`config.mk`:
```
export PLATFORM = sky130hd
export DESIGN_NAME = cau_front
export DESIGN_NICKNAME = d
export VERILOG_FILES = /design/src/rtl/cau_pkg.sv /design/src/rtl/cau_front.sv
export SDC_FILE = /design/constraint.sdc
export NUM_CORES = 1
export LEC_CHECK = 0
export BUFFER_PORTS_ARGS = -buffer_cell sky130_fd_sc_hd__buf_4
export CAP_MARGIN = 20
export CORE_UTILIZATION = 37
export CTS_CLUSTER_SIZE = 30
export DETAILED_ROUTE_END_ITERATION = 12
export HOLD_SLACK_MARGIN = 0.03
export PLACE_DENSITY = 0.79
export SLEW_MARGIN = 20
export SYNTH_ARGS = -nofsm -noshare
export SYNTH_HDL_FRONTEND = slang
export SYNTH_SLANG_ARGS = --single-unit
```
`constraint.sdc`:
```
create_clock -name clk_i -period 4.28 [get_ports clk_i]
set_input_delay 0.856 -clock clk_i [delete_from_list [all_inputs] [get_ports clk_i]]
set_output_delay 0.856 -clock clk_i [all_outputs]
set_load 0.02 [all_outputs]
```
`src/rtl/cau_pkg.sv`:
```
// ----------------------------------------------------------------------------
// cau_pkg
// shared constants, codes and types of the complex arithmetic unit
// ----------------------------------------------------------------------------
package cau_pkg;

  localparam int WORD_BITS   = 16;
  localparam int FRAC_BITS   = 8;
  localparam int MODE_BITS   = 3;
  localparam int STAT_BITS   = 2;
  localparam int AS_BITS     = WORD_BITS + 1;
  localparam int PROD_BITS   = 2 * WORD_BITS;
  localparam int SUM_BITS    = PROD_BITS + 1;
  localparam int QUO_BITS    = WORD_BITS + 1;
  localparam int DIVD_BITS   = PROD_BITS + FRAC_BITS + 1;
  localparam int SRT_BITS    = WORD_BITS + 2;
  localparam int QUEUE_DEPTH = 2;
  localparam int QPTR_BITS   = $clog2(QUEUE_DEPTH);
  localparam int QCNT_BITS   = $clog2(QUEUE_DEPTH + 1);
  // front reg, queue, four mac stages, one stage per quotient bit, output reg
  localparam int LATENCY     = QUO_BITS + 7;

  localparam logic [MODE_BITS-1:0] MODE_ADD = MODE_BITS'(0);
  localparam logic [MODE_BITS-1:0] MODE_SUB = MODE_BITS'(1);
  localparam logic [MODE_BITS-1:0] MODE_MUL = MODE_BITS'(2);
  localparam logic [MODE_BITS-1:0] MODE_DIV = MODE_BITS'(3);
  localparam logic [MODE_BITS-1:0] MODE_MAG = MODE_BITS'(4);

  typedef logic signed [WORD_BITS-1:0] word_t;

  localparam word_t WORD_MAX = {1'b0, {(WORD_BITS-1){1'b1}}};
  localparam word_t WORD_MIN = {1'b1, {(WORD_BITS-1){1'b0}}};
  localparam logic [QUO_BITS-1:0] POS_MAX = {2'b00, {(WORD_BITS-1){1'b1}}};
  localparam logic [QUO_BITS-1:0] NEG_MAG = {2'b01, {(WORD_BITS-1){1'b0}}};

  typedef enum logic [2:0] {
    OP_ADD,
    OP_SUB,
    OP_MUL,
    OP_DIV,
    OP_MAG,
    OP_NONE
  } op_e;

  typedef enum logic [STAT_BITS-1:0] {
    ST_OK  = 2'd0,
    ST_DZ  = 2'd1,
    ST_SAT = 2'd2
  } status_e;

  typedef struct packed {
    op_e   op;
    word_t a_re;
    word_t a_im;
    word_t b_re;
    word_t b_im;
  } item_t;

  // everything one item carries through the iterative back end
  typedef struct packed {
    op_e                  op;
    logic                 den_zero;
    logic                 neg_re;
    logic                 neg_im;
    logic                 big_re;
    logic                 big_im;
    logic [QUO_BITS-1:0]  mag_re;
    logic [QUO_BITS-1:0]  mag_im;
    logic                 ovf_re;
    logic                 ovf_im;
    logic [PROD_BITS-1:0] den;
    logic [PROD_BITS-1:0] rem_re;
    logic [PROD_BITS-1:0] rem_im;
    logic [QUO_BITS-1:0]  low_re;
    logic [QUO_BITS-1:0]  low_im;
    logic [QUO_BITS-1:0]  q_re;
    logic [QUO_BITS-1:0]  q_im;
    logic [PROD_BITS-1:0] srad;
    logic [SRT_BITS-1:0]  srem;
    logic [WORD_BITS-1:0] sroot;
  } stage_t;

endpackage

```
`src/rtl/cau_front.sv`:
```
// ----------------------------------------------------------------------------
// cau_front
// accepts transactions and decodes the mode into an operation
// ----------------------------------------------------------------------------
module cau_front import cau_pkg::*; (
  input  logic                 clk_i,
  input  logic                 rst_ni,
  input  logic                 start_i,
  output logic                 busy_o,
  input  logic [MODE_BITS-1:0] mode_i,
  input  word_t                a_re_i,
  input  word_t                a_im_i,
  input  word_t                b_re_i,
  input  word_t                b_im_i,
  input  logic                 q_full_i,
  output logic                 push_o,
  output item_t                item_o
);

  logic  fv_q, fv_d;
  item_t item_q, item_d;
  op_e   op;
  logic  accept;

  always_comb begin
    unique case (mode_i)
      MODE_ADD: op = OP_ADD;
      MODE_SUB: op = OP_SUB;
      MODE_MUL: op = OP_MUL;
      MODE_DIV: op = OP_DIV;
      MODE_MAG: op = OP_MAG;
      default:  op = OP_NONE;
    endcase
  end

  assign push_o = fv_q && !q_full_i;
  assign busy_o = fv_q && q_full_i;
  assign accept = start_i && !busy_o;

  always_comb begin
    fv_d   = fv_q;
    item_d = item_q;
    if (accept) begin
      fv_d   = 1'b1;
      item_d = '{op: op, a_re: a_re_i, a_im: a_im_i, b_re: b_re_i, b_im: b_im_i};
    end else if (push_o) begin
      fv_d = 1'b0;
    end
  end

  always_ff @(posedge clk_i or negedge rst_ni) begin
    if (!rst_ni) begin
      fv_q <= 1'b0;
    end else begin
      fv_q <= fv_d;
    end
  end

  always_ff @(posedge clk_i) begin
    item_q <= item_d;
  end

  assign item_o = item_q;

endmodule

```
== Word-level counts from Yosys, hierarchy flattened ==
Index checks and enable logic that the tools add are counted.
Word-level totals
  bits in registers: 68
  output and inout port bits: 69
  logic and storage cells: 20
Cells by class
  muxes and demuxes: 3
  equality and inequality tests: 4
  reduce and logical (&&, ||, !) cells: 7
Operators by type and width (count)
  one-hot mux 3 bit (5 select lines): 1
  == test 3 x 2 -> 1 bit, second input constant: 2
  == test 3 x 1 -> 1 bit, second input constant: 1
  == test 3 bit, second input constant: 1
  logical AND 1 bit: 3
  logical NOT 3 bit: 1
  logical NOT 1 bit: 2
  two-way mux 1 bit: 2
  nonzero test 2 bit: 1

== Logic depth before layout (Yosys ltp) ==
  word-level depth: 4
  depth in mapped cells: 1

== Least setup slack after synthesis ==
No wires, ideal clock.
  kind: input to register
  start point: in start_i
  end point: reg item_q, in the netlist item_o[0], enable pin
  stages on the path: 1
  buffers on the path: 0
  data required time: 3.770 ns
  setup time: 0.510 ns
  path slack: -0.289 ns
  arrival time: 4.059 ns
  cells stage by stage: a21boi_1
Between the ends
  word-level cells in the longest chain between the ends: 1
Ends and longest elaborated chain
  start: declaration: RTL line cau_front.sv:8  | input logic start_i,
  logical AND 1 bit: RTL line cau_front.sv:38  | assign accept = start_i && !busy_o;
  end signal: assignment: RTL line cau_front.sv:60  | item_q <= item_d;
  end: declaration: RTL line cau_front.sv:21  | item_t item_q, item_d;
No other way between the ends.
A chain may end at the register's enable or synchronous reset.

== Final worst setup path ==
  start point: in q_full_i
  end point: out push_o
Between the ends
  word-level cells in the longest chain between the ends: 2
Ends and longest elaborated chain
  start: declaration: RTL line cau_front.sv:15  | input logic q_full_i,
  logical NOT 1 bit: RTL line cau_front.sv:36  | assign push_o = fv_q && !q_full_i;
  logical AND 1 bit: RTL line cau_front.sv:36
  end: declaration: RTL line cau_front.sv:16  | output logic push_o,
No other way between the ends.

==> impl_results.md <==
- Post-CTS Setup Inserts: 0
- Status: finished clean
- Synth warn: 0
- P_leak: 1.44 nW
- Arr. time, crit path: 1270 ps
- CTS clk-pin slew, worst paths: 70 ps
- Post-route DRC: 0
- Vias in the first global route: 1309
- Largest net degree at the start of global routing: 68
- Area after DPL: 3230 µm²
- XOR/XNOR Fraction of Synth Area: 0%
- Compound-Gate Fraction of Synth Area: 1.08%
- Crit-path max FO: 4
- I/O pin total: 140
- WL per Instance: 17.0 µm
- Hold crit path type: primary input to async pin
- Clock latency on the worst-skew pair: 330 ps
- Max Cap Viol: 0
- FF+latch count, synth: 68
- Number of distinct library cells after synthesis: 7
- CTS resizes: 0
- Peak supply drop: 0.188 mV
- Syn Inst Count: 75
- RSZ-0062 raised after global routing: false
- # fillers: 381
- First DRT Iteration DRCs: 54
- CTS Root Cell: clkbuf_8
- Clock Path Buffers: 2
- CP Launch Type: primary input
- Core Rows: 26
- Syn avg cell area: 27.8 µm²
- Area taken by multi-input logic gates: 52.6 µm²
- Register area share after synthesis: 97.8%
- Post-synthesis simple-gate area fraction: 0.901%
- Pwr Density: 425 nW/µm²
- Main combinational cell family by area after synthesis: compound AO/OA/AOI/OAI gates
- Mapped Nets: 146
- Synthesized cell area: 2080 µm²
- Final Cycle Share: 49.7%
- Core Box Area: 5270 µm²
- Crit end category: output port
- Setup violations, final: 0
- Via/cell ratio: 4.33
- GRT overflow: 0
- First-pass GRT wire length: 7330 µm
- Clk_skew: 5.13 ps
- Final net count: 296
- GPL Wtd Cong: 0.709
- ANT cells: 0
- Starting density of the core: 39.5%
- Total number of vias: 1299
- Synthesized-area fraction occupied by adder cells: 0%
- Relative slew slack: 47.0%
- Max frequency: 470 MHz
- Final slew viol count: 0
- Num CTS Buffers: 9
- Slew at the pin closest to its max-slew limit: 795 ps
- DIE AREA: 5930 µm²
- Hold slack: 291 ps
- Die width: 77.0 µm
- Hold buffers post-CTS: 0
- Die height: 77.0 µm
- Mux cell area share after synthesis: 0%
- Clk sinks: 68
- Critical path class: primary input to output port
- Crit path time final: 2130 ps
- Antenna violations before repair: 0
- DRT Wirelength: 5090 µm
- Crit path required time: 3420 ps
- FF+latch area: 2040 µm²
- Layout area overhead: 64.2%
- PortBufs: 139
- Share of post-route cells with drive strength above 1: 67.8%
- Final Hold Vio Count: 0
- Post-route ant nets: 0
- Setup TNS Final: 0 ps
- Total Routing Usage GR: 17.8%
- Final Cell Area: 3420 µm²
- H-tree depth: 3
- TritonCTS clock tree: done
- TritonRoute pass-1 iters: 2
==> placed cells by master, fill, tap and decap left out, drive strengths merged <==
| cell | n |
|---|---|
| dfrtp | 1 |
| a21boi | 1 |
| clkinvlp | 2 |
| nor2b | 2 |
| and2 | 1 |
| edfxtp | 67 |
| a21o | 2 |
| clkinv | 4 |
| bufinv | 1 |
| buf | 140 |
| clkbuf | 9 |
==> metal layers <==
metal | GRT usage (%) | vias up | share of wire [%]
li1 | - | 600 | -
met1 | 18.0 | 609 | 35
met2 | 31.7 | 80 | 53
met3 | 7.26 | 10 | 10
met4 | 8.49 | 0 | 1.5
met5 | 0 | - | 0
==> cell usage after synthesis, drive strengths merged <==
| cell type | instances | area share [%] |
|---|---|---|
| and2 | 1 | 0.30 |
| edfxtp | 67 | 97 |
| nor2b | 2 | 0.60 |
| a21o | 2 | 0.72 |
| a21boi | 1 | 0.36 |
| dfrtp | 1 | 1.2 |
| clkbuf | 1 | 0.18 |
==> metrics by stage <==
| stage | util [%] | power (mW) | setup WS, ps | std cells |
|---|---|---|---|---|
| floorplan | - | 0.864 | 1050 | 75 |
| global placement | 61.3 | 0.968 | 2140 | 284 |
| detailed placement | 61.3 | 0.973 | 2120 | 284 |
| CTS | 64.9 | 1.47 | 2140 | 300 |
| global route | 64.9 | 1.51 | 2120 | 300 |
| finish | 64.9 | 1.45 | 2150 | 300 |
==> state kept, by name (all words and copies together), names as in the netlist <==
| name | flops |
|---|---|
| item_o | 67 |
| fv_q | 1 |
==> logic make-up (layout without fill, tap and decap cells) <==
group / Yosys count / in the layout
flip-flops: 68 / 68
buffers and inverters: 1 / 156
AND/OR/NAND/NOR: 3 / 3
AO/OA/AOI/OAI: 3 / 3
==> report_power, final <==
part | switching [mW] | internal, mW
logic | 0.0845 | 0.0844
registers | 0.0114 | 0.777
clock network | 0.231 | 0.266
total | 0.326 | 1.13
==> cell type report <==
cell class,count,area share (%)
Sequential cell,68,59.6
Timing Repair Buffer,140,30.7
Clock buffer,9,3.62
Tap cell,70,2.56
Clock inverter,7,1.98
Multi-Input combinational cell,6,1.54
==> final timing paths <==
| check | from | endpoint | slack, ps | cells past startpoint |
|---|---|---|---|---|
| worst max-delay path | q_full_i | push_o | 2150 | 3 |
| worst min-delay path | rst_ni | fv_q | 290 | 1 |
| worst max register to register | fv_q | item_o[33] | 2660 | 2 |
| worst min register to register | fv_q | fv_q | 590 | 1 |
| max in group asynchronous | rst_ni | fv_q | 3910 | 1 |
| min in group clk_i | fv_q | fv_q | 590 | 1 |
==> worst max-delay path: stages <==
cell and delay [ps]:
buf_4 130, nor2b_1 120, buf_4 160
Power figures use the tool's default switching activity.
