[src/rtl/cau_pkg.sv]
// ----------------------------------------------------------------------------
// cau_pkg
// shared constants, codes and types of the complex arithmetic unit
// ----------------------------------------------------------------------------
package cau_pkg;

  localparam int WORD_BITS   = 16;
  localparam int FRAC_BITS   = 8;
  localparam int MODE_BITS   = 3;
  localparam int STAT_BITS   = 2;
  localparam int AS_BITS     = WORD_BITS + 1;
  localparam int PROD_BITS   = 2 * WORD_BITS;
  localparam int SUM_BITS    = PROD_BITS + 1;
  localparam int QUO_BITS    = WORD_BITS + 1;
  localparam int DIVD_BITS   = PROD_BITS + FRAC_BITS + 1;
  localparam int SRT_BITS    = WORD_BITS + 2;
  localparam int QUEUE_DEPTH = 2;
  localparam int QPTR_BITS   = $clog2(QUEUE_DEPTH);
  localparam int QCNT_BITS   = $clog2(QUEUE_DEPTH + 1);
  // front reg, queue, four mac stages, one stage per quotient bit, output reg
  localparam int LATENCY     = QUO_BITS + 7;

  localparam logic [MODE_BITS-1:0] MODE_ADD = MODE_BITS'(0);
  localparam logic [MODE_BITS-1:0] MODE_SUB = MODE_BITS'(1);
  localparam logic [MODE_BITS-1:0] MODE_MUL = MODE_BITS'(2);
  localparam logic [MODE_BITS-1:0] MODE_DIV = MODE_BITS'(3);
  localparam logic [MODE_BITS-1:0] MODE_MAG = MODE_BITS'(4);

  typedef logic signed [WORD_BITS-1:0] word_t;

  localparam word_t WORD_MAX = {1'b0, {(WORD_BITS-1){1'b1}}};
  localparam word_t WORD_MIN = {1'b1, {(WORD_BITS-1){1'b0}}};
  localparam logic [QUO_BITS-1:0] POS_MAX = {2'b00, {(WORD_BITS-1){1'b1}}};
  localparam logic [QUO_BITS-1:0] NEG_MAG = {2'b01, {(WORD_BITS-1){1'b0}}};

  typedef enum logic [2:0] {
    OP_ADD,
    OP_SUB,
    OP_MUL,
    OP_DIV,
    OP_MAG,
    OP_NONE
  } op_e;

  typedef enum logic [STAT_BITS-1:0] {
    ST_OK  = 2'd0,
    ST_DZ  = 2'd1,
    ST_SAT = 2'd2
  } status_e;

  typedef struct packed {
    op_e   op;
    word_t a_re;
    word_t a_im;
    word_t b_re;
    word_t b_im;
  } item_t;

  // everything one item carries through the iterative back end
  typedef struct packed {
    op_e                  op;
    logic                 den_zero;
    logic                 neg_re;
    logic                 neg_im;
    logic                 big_re;
    logic                 big_im;
    logic [QUO_BITS-1:0]  mag_re;
    logic [QUO_BITS-1:0]  mag_im;
    logic                 ovf_re;
    logic                 ovf_im;
    logic [PROD_BITS-1:0] den;
    logic [PROD_BITS-1:0] rem_re;
    logic [PROD_BITS-1:0] rem_im;
    logic [QUO_BITS-1:0]  low_re;
    logic [QUO_BITS-1:0]  low_im;
    logic [QUO_BITS-1:0]  q_re;
    logic [QUO_BITS-1:0]  q_im;
    logic [PROD_BITS-1:0] srad;
    logic [SRT_BITS-1:0]  srem;
    logic [WORD_BITS-1:0] sroot;
  } stage_t;

endpackage

[src/rtl/cau_queue.sv]
// ----------------------------------------------------------------------------
// cau_queue
// short fifo between the front and the back end
// ----------------------------------------------------------------------------
module cau_queue import cau_pkg::*; (
  input  logic  clk_i,
  input  logic  rst_ni,
  input  logic  push_i,
  input  item_t item_i,
  output logic  full_o,
  output logic  valid_o,
  output item_t item_o
);

  item_t                mem_q [QUEUE_DEPTH];
  logic [QPTR_BITS-1:0] wr_ptr_q, rd_ptr_q;
  logic [QCNT_BITS-1:0] cnt_q, cnt_d;
  logic                 pop;

  assign full_o  = cnt_q == QCNT_BITS'(QUEUE_DEPTH);
  assign valid_o = cnt_q != '0;
  // the back end never stalls, so the head leaves as soon as it is there
  assign pop     = valid_o;
  assign item_o  = mem_q[rd_ptr_q];

  always_comb begin
    case ({push_i, pop})
      2'b10:   cnt_d = cnt_q + QCNT_BITS'(1);
      2'b01:   cnt_d = cnt_q - QCNT_BITS'(1);
      default: cnt_d = cnt_q;
    endcase
  end

  always_ff @(posedge clk_i or negedge rst_ni) begin
    if (!rst_ni) begin
      wr_ptr_q <= '0;
      rd_ptr_q <= '0;
      cnt_q    <= '0;
    end else begin
      cnt_q <= cnt_d;
      if (push_i) begin
        wr_ptr_q <= wr_ptr_q + QPTR_BITS'(1);
      end
      if (pop) begin
        rd_ptr_q <= rd_ptr_q + QPTR_BITS'(1);
      end
    end
  end

  always_ff @(posedge clk_i) begin
    if (push_i) begin
      mem_q[wr_ptr_q] <= item_i;
    end
  end

endmodule

[config.mk]
export PLATFORM = sky130hd
export DESIGN_NAME = cau_queue
export DESIGN_NICKNAME = d
export VERILOG_FILES = /design/src/rtl/cau_pkg.sv /design/src/rtl/cau_queue.sv
export SDC_FILE = /design/constraint.sdc
export NUM_CORES = 1
export LEC_CHECK = 0
export BUFFER_PORTS_ARGS = -buffer_cell sky130_fd_sc_hd__buf_2
export CAP_MARGIN = 0
export CORE_UTILIZATION = 54
export CTS_BUF_LIST = sky130_fd_sc_hd__clkbuf_4 sky130_fd_sc_hd__clkbuf_8
export DETAILED_ROUTE_END_ITERATION = 10
export PLACE_DENSITY_LB_ADDON = 0.1
export SETUP_SLACK_MARGIN = 0.4
export SLEW_MARGIN = 25
export SYNTH_ARGS = -nofsm -noshare
export SYNTH_HDL_FRONTEND = slang
export SYNTH_SLANG_ARGS = --single-unit
[constraint.sdc]
create_clock -name clk_i -period 5.5 [get_ports clk_i]
set_clock_uncertainty 0.15 [all_clocks]
set_input_delay 0.275 -clock clk_i [delete_from_list [all_inputs] [get_ports clk_i]]
set_output_delay 0.275 -clock clk_i [all_outputs]
set_load 0.05 [all_outputs]
# Yosys cells after proc, flatten, opt, wreduce, memory -nomap -nowiden
# Memories as Yosys holds them, arrays and structs flattened.
# Cells that the tools add are included.
op_classes:
  n_bitwise: 0
  div: 0
  n_reduce_logical: 2
  n_eq_ne: 3
  addsub: 4
  shifts: 0
  n_mux: 3
  mul: 0
  n_lt_le_gt_ge: 0
ops:
  columns: ["cell", "count"]
  rows:
  - ["2-bit equality test (second input constant)", 2]
  - ["2-bit case mux with 2 select lines", 1]
  - ["2-bit nonzero test", 2]
  - ["1-bit adder (second input constant)", 2]
  - ["2-bit by 1-bit adder with 2-bit output (second input constant)", 1]
  - ["2-bit by 1-bit equality test with 1-bit output (second input constant)", 1]
  - ["1-bit 2-to-1 mux", 2]
  - ["2-bit by 1-bit subtractor with 2-bit output (second input constant)", 1]
totals:
  regBits: 4
  input_bits: 70
  mem_bits_ro: 0
  output_inout_bits: 69
  mem_count: 1
  elab_cells: 16
  latch_bits: 0
  ramBits: 134
mem_list:
  columns: ["memory", "depth", "width", "read_ports", "rd_ports_with_merged_regs", "write_ports", "line", "source"]
  rows:
  - ["mem_q", 2, 67, 1, 0, 1, "cau_queue.sv:15", "item_t mem_q [QUEUE_DEPTH];"]

# Depth between registers and ports, before layout
# Gate-level depths: netlist (run 1).
depth:
  ltp_word: 3
  mapped_depth: 5
  mapped_depth_nobuf: 5

# Least setup slack after synthesis (run 1)
# Ideal clock, no wire load.
synth_timing:
  kind: "register -> register"
  startpoint: "register wr_ptr_q"
  endpoint: "memory mem_q[0][0] in the netlist's numbering, enable pin"
  t_arrival_ps: 3205
  n_path_buf: 0
  setup_ps: 494
  period_less_slack_ps: 3849
  setup_slack_ps: 1651
  required_time_ps: 4856
  stages_incl_launch_ff: 2
  path_cell_list: "dfrtp_1 > nor2_1"
synth_lines:
  columns: ["item", "line", "source"]
  rows:
  - ["start, declared", "cau_queue.sv:16", "logic [QPTR_BITS-1:0] wr_ptr_q, rd_ptr_q;"]
  - ["start signal, assigned", "cau_queue.sv:42", "wr_ptr_q <= wr_ptr_q + QPTR_BITS'(1);"]
  - ["end, declared", "cau_queue.sv:15", null]
# Straight into the memory's write port.

==> qor.json, run 1 <==
{
  "finalSetupViolations": {"value": 0},
  "synth_area_leader_cell": {"value": "sky130_fd_sc_hd__edfxtp_1"},
  "leakagePower": {"value": 2.767, "unit": "nW"},
  "grt_overflow": {"value": 0},
  "synth_fp_nets": {"value": 296},
  "final_cell_area": {"value": 0.007048, "unit": "sq mm"},
  "share_seq_of_total_power": {"value": 38.5, "unit": "%"},
  "power.switching": {"value": 1.582, "unit": "mW"},
  "power-per-cell-area": {"value": 575.8, "unit": "mW/mm^2"},
  "placed_cell_area": {"value": 0.005891, "unit": "sq mm"},
  "wl": {"value": 9475, "unit": "um"},
  "cts.repair_timing.setup_buffer_count": {"value": 0},
  "worstPathMaxFanout": {"value": 68},
  "highest-signal-layer": {"value": "met4"},
  "outcome": {"value": "completed"},
  "cts-buffers-inserted": {"value": 17},
  "antenna-diode-count": {"value": 0},
  "detail_route.iter0.violations": {"value": 76},
  "final_antenna_net_count": {"value": 0},
  "detail_route.vias_per_cell": {"value": 4.942},
  "placeableCoreArea": {"value": 0.009196, "unit": "sq mm"},
  "finalWeightedCongestion": {"value": 0.7010},
  "yosys.cell_types.count": {"value": 15},
  "max_slew_margin": {"value": 31.18, "unit": "%"},
  "cp-startpoint": {"value": "rd_ptr_q"},
  "wl_per_cell": {"value": 16.71, "unit": "um"},
  "die-height": {"value": 99.30, "unit": "um"},
  "row_count": {"value": 35},
  "preCtsSetupSlack": {"value": 3.291, "unit": "ns"},
  "flow.area_growth_from_synthesis": {"value": 37.86, "unit": "%"},
  "grt_setup_unrepaired": {"value": "false"},
  "post-synth-top-area-fraction": {"value": 78.71, "unit": "%"},
  "layout-drive-gt1-share": {"value": 52.85, "unit": "%"},
  "place.detailed.hpwl": {"value": 5132, "unit": "um"},
  "timing.max_cap.violations": {"value": 0},
  "p_sw_share": {"value": 38.98, "unit": "%"},
  "worstSkewPairLatency": {"value": 0.41, "unit": "ns"},
  "fillers": {"value": 548},
  "vdd_ir_drop_max": {"value": 0.0005535, "unit": "V"},
  "met1_length": {"value": 3848, "unit": "um"},
  "clock_tree.root_cell": {"value": "sky130_fd_sc_hd__clkbuf_8"},
  "finalWorstPathRequiredPeriod": {"value": 2.644, "unit": "ns"},
  "dpl.cell_count": {"value": 467},
  "power.clock.fraction": {"value": 23.3, "unit": "%"},
  "start_util": {"value": 55.59, "unit": "%"},
  "timing.final.hold_violations": {"value": 0},
  "design.die.area": {"value": 0.009860, "unit": "sq mm"},
  "postSynthAreaPerCell": {"value": 22.72, "unit": "sq um"},
  "crit_path_start_kind": {"value": "flip-flop"},
  "share_of_the_cycle_needed_by_the_critical_path_after_routing": {"value": 48.07, "unit": "%"},
  "setup_tns": {"value": 0, "unit": "ns"},
  "final_net_count": {"value": 515},
  "worst-endpoint-required": {"value": 5.08, "unit": "ns"},
  "cts_tree": {"value": "done"},
  "warnings_from_yosys": {"value": 0},
  "worst_hold_path_type": {"value": "input pin to asynchronous set/reset pin"},
  "grt_antenna_before_repair": {"value": 0},
  "clock-sinks": {"value": 138},
  "design.portCount": {"value": 139},
  "timing_worst_slew_pin_value": {"value": 1.032, "unit": "ns"},
  "met3_length": {"value": 544, "unit": "um"},
  "die_w": {"value": 99.30, "unit": "um"},
  "synthesized_flop_and_latch_total": {"value": 138},
  "synth_top_cells_by_area": {"value": "sky130_fd_sc_hd__edfxtp_1, sky130_fd_sc_hd__mux2_2, sky130_fd_sc_hd__mux2_4, sky130_fd_sc_hd__dfrtp_1, sky130_fd_sc_hd__buf_8"},
  "synth-seq-area-share": {"value": 80.67, "unit": "%"},
  "cts_max_level": {"value": 4},
  "layout.core_utilization": {"value": 76.64, "unit": "%"},
  "grt_max_degree": {"value": 69},
  "max_freq": {"value": 0.3782, "unit": "GHz"},
  "comb_power_share": {"value": 38.2, "unit": "%"},
  "criticalPathCategory": {"value": "flip-flop to primary output"},
  "design_internal_power": {"value": 2.476, "unit": "mW"},
  "ctsLongestPathBuffers": {"value": 2},
  "worst_setup_path_end_kind": {"value": "primary output"},
  "grt_pass1_wl": {"value": 14260, "unit": "um"},
  "rr_startpoint": {"value": "wr_ptr_q"},
  "first_global_vias": {"value": 2936},
  "post-route-worst-setup-slack": {"value": 2.856, "unit": "ns"},
  "routed-wl-met2": {"value": 4956, "unit": "um"},
  "synth_area": {"value": 0.005112, "unit": "sq mm"},
  "timing.critical_path.arrival": {"value": 2.22, "unit": "ns"},
  "drc_errors": {"value": 0},
  "stdcell_count": {"value": 567},
  "path_clk_slew": {"value": 0.07, "unit": "ns"},
  "number_of_pins_exceeding_their_max_slew_limit_in_the_final_report": {"value": 0},
  "dr.pass1.iters": {"value": 4},
  "num_vias": {"value": 2802},
  "numPortBuffers": {"value": 138},
  "grt_use_total": {"value": 20.05, "unit": "%"},
  "synthesis.instances": {"value": 225}
}
==> layout make-up <==
class                           instances  area [sq um]  share of cell area (%)
Clock inverter                         13         225.2                   3.195
Tap cell                              111         138.9                   1.971
Sequential cell                       138          4128                   58.57
Inverter                                1         3.754                 0.05326
Timing Repair Buffer                  208          1389                   19.71
Multi-Input combinational cell         78         922.1                   13.08
Clock buffer                           18         241.5                   3.426
==> final timing paths <==
kind	to	slack, ns	cells after the start
min reg2reg	cnt_q[1]	0.35	1
max reg2reg	mem_q[1][65]	3.71	1
min in group clk_i	cnt_q[1]	0.35	1
max in group asynchronous	rd_ptr_q	5.00	2
min	wr_ptr_q	0.05	2
max	item_o[9]	2.86	2
==> worst max-delay path, stage by stage, from the launching register on <==
cell and delay (ns):
sky130_fd_sc_hd__dfrtp_4 1.09, sky130_fd_sc_hd__mux2_2 0.44, sky130_fd_sc_hd__buf_2 0.22
==> Yosys cell counts <==
master and number:
sky130_fd_sc_hd__and2_1 1, sky130_fd_sc_hd__buf_2 4, sky130_fd_sc_hd__mux2_2 47, sky130_fd_sc_hd__dfrtp_1 4
sky130_fd_sc_hd__xor2_1 3, sky130_fd_sc_hd__buf_8 2, sky130_fd_sc_hd__xnor2_1 2, sky130_fd_sc_hd__mux2_4 20
sky130_fd_sc_hd__edfxtp_1 134, sky130_fd_sc_hd__ha_1 1, sky130_fd_sc_hd__or2_2 1, sky130_fd_sc_hd__buf_6 2
sky130_fd_sc_hd__nor2_1 2, sky130_fd_sc_hd__nor2b_1 1, sky130_fd_sc_hd__inv_1 1
==> cells by family after synthesis <==
| group | share of synthesized area, % |
|---|---|
| buf+inv | 1.493 |
| xor+xnor | 0.8567 |
| flops | 80.67 |
| mux | 16.23 |
| simple gates | 0.5142 |
| fa+ha+maj | 0.2447 |
==> metal layers <==
layer  vias to the layer above  global-route usage (%)
li1                       1334                       -
met1                      1361                   22.57
met2                        96                   34.40
met3                        11                   7.590
met4                         0                   8.371
met5                         -                       0
==> layout by cell type, fill, tap and decap left out, types with 3 or more instances in the layout <==
master                            n
sky130_fd_sc_hd__clkbuf_8        17
sky130_fd_sc_hd__xor2_1           3
sky130_fd_sc_hd__buf_2          138
sky130_fd_sc_hd__mux2_4          20
sky130_fd_sc_hd__dlygate4sd3_1   69
sky130_fd_sc_hd__dfrtp_1          3
sky130_fd_sc_hd__edfxtp_1       134
sky130_fd_sc_hd__clkinv_2         4
sky130_fd_sc_hd__bufinv_16        6
sky130_fd_sc_hd__mux2_2          47
==> state kept, by name, summed over array words and instances, names as in the netlist <==
register  flops
mem_q       134
cnt_q         2
rd_ptr_q      1
wr_ptr_q      1
==> power by group through the flow <==
stage	combinational, mW	clock (mW)	sequential [mW]
floorplan	1.34	0	1.47
finish	1.55	0.946	1.56
global route	1.61	1.01	1.59
detailed placement	1.51	0	1.59
CTS	1.55	0.962	1.57
global placement	1.51	0	1.58
==> timing repair <==
action / CTS / global route
hold endpoints to repair: 139 / 0
gates resized for setup: 0 / 0
hold buffers: 69 / 0
==> stage by stage <==
step	total power, mW	hold WS [ns]
detailed placement	3.100	-0.05849
global route	4.209	0.01850
CTS	4.083	0.01537
finish	4.058	0.04751
global placement	3.086	-0.06369
floorplan	2.816	-0.1706
No activity file was read; power rests on OpenSTA's default activity.
==> inputs of run 2 (changes only) <==
--- a/config.mk
+++ b/config.mk
@@ -5,9 +5,10 @@
 export SDC_FILE = /design/constraint.sdc
 export NUM_CORES = 1
 export LEC_CHECK = 0
+export ABC_AREA = 1
 export BUFFER_PORTS_ARGS = -buffer_cell sky130_fd_sc_hd__buf_2
 export CAP_MARGIN = 0
-export CORE_UTILIZATION = 54
+export CORE_UTILIZATION = 49
 export CTS_BUF_LIST = sky130_fd_sc_hd__clkbuf_4 sky130_fd_sc_hd__clkbuf_8
 export DETAILED_ROUTE_END_ITERATION = 10
 export PLACE_DENSITY_LB_ADDON = 0.1
==> constraint.sdc (replaced) <==
create_clock -name clk_i -period 2.3 [get_ports clk_i]
set_clock_uncertainty 0.15 [all_clocks]
set_input_delay 0.115 -clock clk_i [delete_from_list [all_inputs] [get_ports clk_i]]
set_output_delay 0.115 -clock clk_i [all_outputs]
set_load 0.05 [all_outputs]
==> qor.json, run 2 <==
{
  "place.detailed.hpwl": {"value": 5633, "unit": "um", "change": "was 5132 um"},
  "leakagePower": {"value": 3.266, "unit": "nW", "change": "was 2.767 nW"},
  "worstPathMaxFanout": {"value": 7, "change": "was 68"},
  "detail_route.iter0.violations": {"value": 183, "change": "was 76"},
  "timing.max_cap.violations": {"value": 0, "change": "unchanged"},
  "grt_pass1_wl": {"value": 16520, "unit": "um", "change": "was 14260 um"},
  "grt_max_degree": {"value": 43, "change": "was 69"},
  "first_global_vias": {"value": 3418, "change": "was 2936"},
  "worst_hold_path_type": {"value": "input pin to flip-flop", "change": "was input pin to asynchronous set/reset pin"},
  "finalWeightedCongestion": {"value": 0.7260, "change": "was 0.7010"},
  "hold_path_startpoint": {"value": "item_i[1]"},
  "timing.critical_path.arrival": {"value": 1.60, "unit": "ns", "change": "was 2.22 ns"},
  "synthesized_flop_and_latch_total": {"value": 138, "change": "unchanged"},
  "max_flop_register": {"value": "mem_q", "change": "unchanged"},
  "postSynth.topFlopCell": {"value": "sky130_fd_sc_hd__edfxtp_1", "change": "unchanged"},
  "die_w": {"value": 104.0, "unit": "um", "change": "was 99.30 um"},
  "numPortBuffers": {"value": 138, "change": "unchanged"},
  "synth_top_cells_by_area": {"value": "sky130_fd_sc_hd__edfxtp_1, sky130_fd_sc_hd__nand2_1, sky130_fd_sc_hd__dfrtp_1, sky130_fd_sc_hd__buf_6, sky130_fd_sc_hd__buf_2", "change": "was sky130_fd_sc_hd__edfxtp_1, sky130_fd_sc_hd__mux2_2, sky130_fd_sc_hd__mux2_4, sky130_fd_sc_hd__dfrtp_1, sky130_fd_sc_hd__buf_8"},
  "grt_antenna_before_repair": {"value": 0, "change": "unchanged"},
  "layout.core_utilization": {"value": 76.34, "unit": "%", "change": "was 76.64%"},
  "largest_registers": {"value": "mem_q x134, cnt_q x2", "change": "unchanged"},
  "die-height": {"value": 104.0, "unit": "um", "change": "was 99.30 um"},
  "grt_use_total": {"value": 20.51, "unit": "%", "change": "was 20.05%"},
  "max_slew_margin": {"value": 60.61, "unit": "%", "change": "was 31.18%"},
  "setup_tns": {"value": 0, "unit": "ns", "change": "unchanged"},
  "yosys.cell_types.count": {"value": 14, "change": "was 15"},
  "final_antenna_net_count": {"value": 0, "change": "unchanged"},
  "path_clk_slew": {"value": 0.07, "unit": "ns", "change": "about the same"},
  "finalWorstPathRequiredPeriod": {"value": 1.869, "unit": "ns"},
  "synthesis.instances": {"value": 376, "change": "was 225"},
  "placeableCoreArea": {"value": 0.009910, "unit": "sq mm", "change": "was 0.009196 sq mm"},
  "cts_tree": {"value": "done", "change": "unchanged"},
  "flow.area_growth_from_synthesis": {"value": 48.30, "unit": "%", "change": "was 37.86%"},
  "antenna-diode-count": {"value": 0, "change": "unchanged"},
  "cts_max_level": {"value": 4, "change": "unchanged"},
  "register_area": {"value": 0.004125, "unit": "sq mm", "change": "was 0.004128 sq mm"},
  "final_net_count": {"value": 676, "change": "was 515"},
  "global_route.usage.met3": {"value": 5.827, "unit": "%", "change": "was 7.590%"},
  "fillers": {"value": 611, "change": "was 548"},
  "criticalPathCategory": {"value": "flip-flop to primary output", "change": "unchanged"},
  "synth_area_leader_cell": {"value": "sky130_fd_sc_hd__edfxtp_1", "change": "unchanged"},
  "design.die.area": {"value": 0.01082, "unit": "sq mm", "change": "was 0.009860 sq mm"},
  "vdd_ir_drop_max": {"value": 0.001215, "unit": "V", "change": "was 0.0005535 V"},
  "layout-drive-gt1-share": {"value": 30.26, "unit": "%", "change": "was 52.85%"},
  "dr.pass1.iters": {"value": 5, "change": "was 4"},
  "synth_area": {"value": 0.005101, "unit": "sq mm", "change": "was 0.005112 sq mm"},
  "grt_overflow": {"value": 0, "change": "unchanged"},
  "grt_util_met1": {"value": 24.77, "unit": "%", "change": "was 22.57%"},
  "cp-startpoint": {"value": "rd_ptr_q", "change": "unchanged"},
  "post-synth-top-area-fraction": {"value": 78.88, "unit": "%", "change": "was 78.71%"},
  "grt_setup_unrepaired": {"value": "true", "change": "was false"},
  "clock-sinks": {"value": 138, "change": "unchanged"},
  "most_common_cell_after_layout_fill_and_taps_aside": {"value": "sky130_fd_sc_hd__nand2_1", "change": "was sky130_fd_sc_hd__buf_2"},
  "number_of_pins_exceeding_their_max_slew_limit_in_the_final_report": {"value": 0, "change": "unchanged"},
  "synth-seq-area-share": {"value": 80.84, "unit": "%", "change": "was 80.67%"},
  "finalSetupViolations": {"value": 0, "change": "unchanged"},
  "timing_worst_slew_pin_value": {"value": 0.5909, "unit": "ns", "change": "was 1.032 ns"},
  "synth_fp_nets": {"value": 447, "change": "was 296"},
  "outcome": {"value": "completed", "change": "unchanged"},
  "largest_reg_flops": {"value": 134, "change": "unchanged"},
  "share_of_the_cycle_needed_by_the_critical_path_after_routing": {"value": 81.24, "unit": "%"},
  "crit_path_start_kind": {"value": "flip-flop", "change": "unchanged"},
  "synth_enable_flop_cells": {"value": 134, "change": "unchanged"},
  "grt_most_used_layer": {"value": "met2", "change": "unchanged"},
  "rr_startpoint": {"value": "wr_ptr_q", "change": "unchanged"},
  "globalRouteMet2Util": {"value": 34.10, "unit": "%", "change": "was 34.40%"},
  "power-per-cell-area": {"value": 1491, "unit": "mW/mm^2", "change": "was 575.8 mW/mm^2"},
  "most-common-layout-cells": {"value": "sky130_fd_sc_hd__nand2_1, sky130_fd_sc_hd__edfxtp_1, sky130_fd_sc_hd__buf_2, sky130_fd_sc_hd__dlygate4sd3_1, sky130_fd_sc_hd__buf_4", "change": "was sky130_fd_sc_hd__buf_2, sky130_fd_sc_hd__edfxtp_1, sky130_fd_sc_hd__dlygate4sd3_1, sky130_fd_sc_hd__mux2_2, sky130_fd_sc_hd__mux2_4"},
  "row_count": {"value": 36, "change": "was 35"},
  "cts-buffers-inserted": {"value": 17, "change": "unchanged"},
  "synth_async_sr_flop_share": {"value": 2.899, "unit": "%", "change": "unchanged"},
  "worst-endpoint-required": {"value": 2.04, "unit": "ns", "change": "was 5.08 ns"},
  "warnings_from_yosys": {"value": 0, "change": "unchanged"},
  "clock_tree.root_cell": {"value": "sky130_fd_sc_hd__clkbuf_8", "change": "unchanged"},
  "num_vias": {"value": 3535, "change": "was 2802"},
  "drc_errors": {"value": 0, "change": "unchanged"},
  "ctsLongestPathBuffers": {"value": 2, "change": "unchanged"},
  "ys_top_cells_by_count": {"value": "sky130_fd_sc_hd__nand2_1, sky130_fd_sc_hd__edfxtp_1, sky130_fd_sc_hd__buf_2, sky130_fd_sc_hd__inv_1", "change": "was sky130_fd_sc_hd__edfxtp_1, sky130_fd_sc_hd__mux2_2, sky130_fd_sc_hd__mux2_4"},
  "start_util": {"value": 51.48, "unit": "%", "change": "was 55.59%"},
  "wl": {"value": 10910, "unit": "um", "change": "was 9475 um"},
  "worst_setup_path_end_kind": {"value": "primary output", "change": "unchanged"},
  "postSynthAreaPerCell": {"value": 13.57, "unit": "sq um", "change": "was 22.72 sq um"},
  "worstSkewPairLatency": {"value": 0.42, "unit": "ns", "change": "was 0.41 ns"},
  "multiInputGateArea": {"value": 844.6, "unit": "sq um", "change": "was 922.1 sq um"},
  "detail_route.vias_per_cell": {"value": 4.707, "change": "was 4.942"},
  "yosys.cell_count.top_type": {"value": "sky130_fd_sc_hd__nand2_1", "change": "was sky130_fd_sc_hd__edfxtp_1"},
  "timing.final.hold_violations": {"value": 0, "change": "unchanged"},
  "max_freq": {"value": 0.5352, "unit": "GHz"},
  "wl_per_cell": {"value": 14.53, "unit": "um", "change": "was 16.71 um"},
  "design.portCount": {"value": 139, "change": "unchanged"}
}
[run 2: cell count changes in the layout (fill, tap and decap cells not counted), sizes merged, moves of 7 or more]
cell	before	now
nand2	0	206
clkbuf	18	26
inv	1	9
buf	139	146
mux2	67	0
[run 2: cell families (layout without fill, tap and decap cells)]
| family | count (synthesis) | in the layout | synth area share, % |
|---|---|---|---|
| buffers and inverters | 23 | 265 | 2.796 |
| and+or+nand+nor | 211 | 211 | 15.60 |
| DFF | 138 | 138 | 80.84 |
| adders and majority gates | 1 | 1 | 0.2452 |
| xor gates and xnor gates | 3 | 3 | 0.5152 |
[run 2: metal layers]
metal	part of all wire, %	vias to the layer above
met4	1.1	0
li1	-	1724
met2	52	123
met3	6.1	10
met1	41	1678
met5	0	-
[run 2: through the flow]
stage          worst slack (ns)  hold WS [ns]  power (mW)  cell area [sq um]  cells
3_5_place_dp             0.5569       -0.2244       7.981               5946    638
6_report                 0.4315        0.2528       11.28               7565    751
2_1_floorplan            0.2993       -0.3306       6.986               5115    376
4_1_cts                  0.3827        0.2217       11.10               7455    748
5_1_grt                  0.3632        0.2284       11.78               7565    751
3_3_place_gp             0.5722       -0.2249       7.938               5946    638
[run 2: layout make-up]
class / count / area share (%)
inverters: 8 / 0.5458
clock inverters: 14 / 2.977
flip-flops and latches: 138 / 54.53
clock buffers: 18 / 3.192
repair inverters: 1 / 0.1489
well taps: 133 / 2.200
multi-input cells: 215 / 11.16
repair buffers: 224 / 25.24
[run 2: final timing paths]
path	endpoint	slack (ns)	cells past startpoint
hold reg to reg	cnt_q[1]	0.37	2
max in group asynchronous	rd_ptr_q	1.38	3
hold / removal	mem_q[1][1]	0.25	2
setup / recovery	item_o[60]	0.43	5
setup reg to reg	mem_q[1][40]	0.60	3
min in group asynchronous	cnt_q[1]	0.43	3
[run 2: power breakdown]
group	total, mW	switching (mW)	internal [mW]
clock	2.27	0.873	1.40
combinational	5.51	3.79	1.72
sequential	3.50	0.158	3.34
total	11.3	4.82	6.46
[run 2: timing repair]
item	4_1_cts	5_1_grt
resized for setup	82	17
pin swaps	0	0
setup endpoints to repair	67	56
cloned	3	2
hold buffers	70	0
hold endpoints to repair	139	0
setup buffers	5	1
[run 2: worst max-delay path: stages, from the launching register on]
cell	delay, ns
sky130_fd_sc_hd__dfrtp_2	0.49
sky130_fd_sc_hd__inv_8	0.13
sky130_fd_sc_hd__buf_4	0.16
sky130_fd_sc_hd__nand2_1	0.05
sky130_fd_sc_hd__nand2_1	0.08
sky130_fd_sc_hd__buf_2	0.27
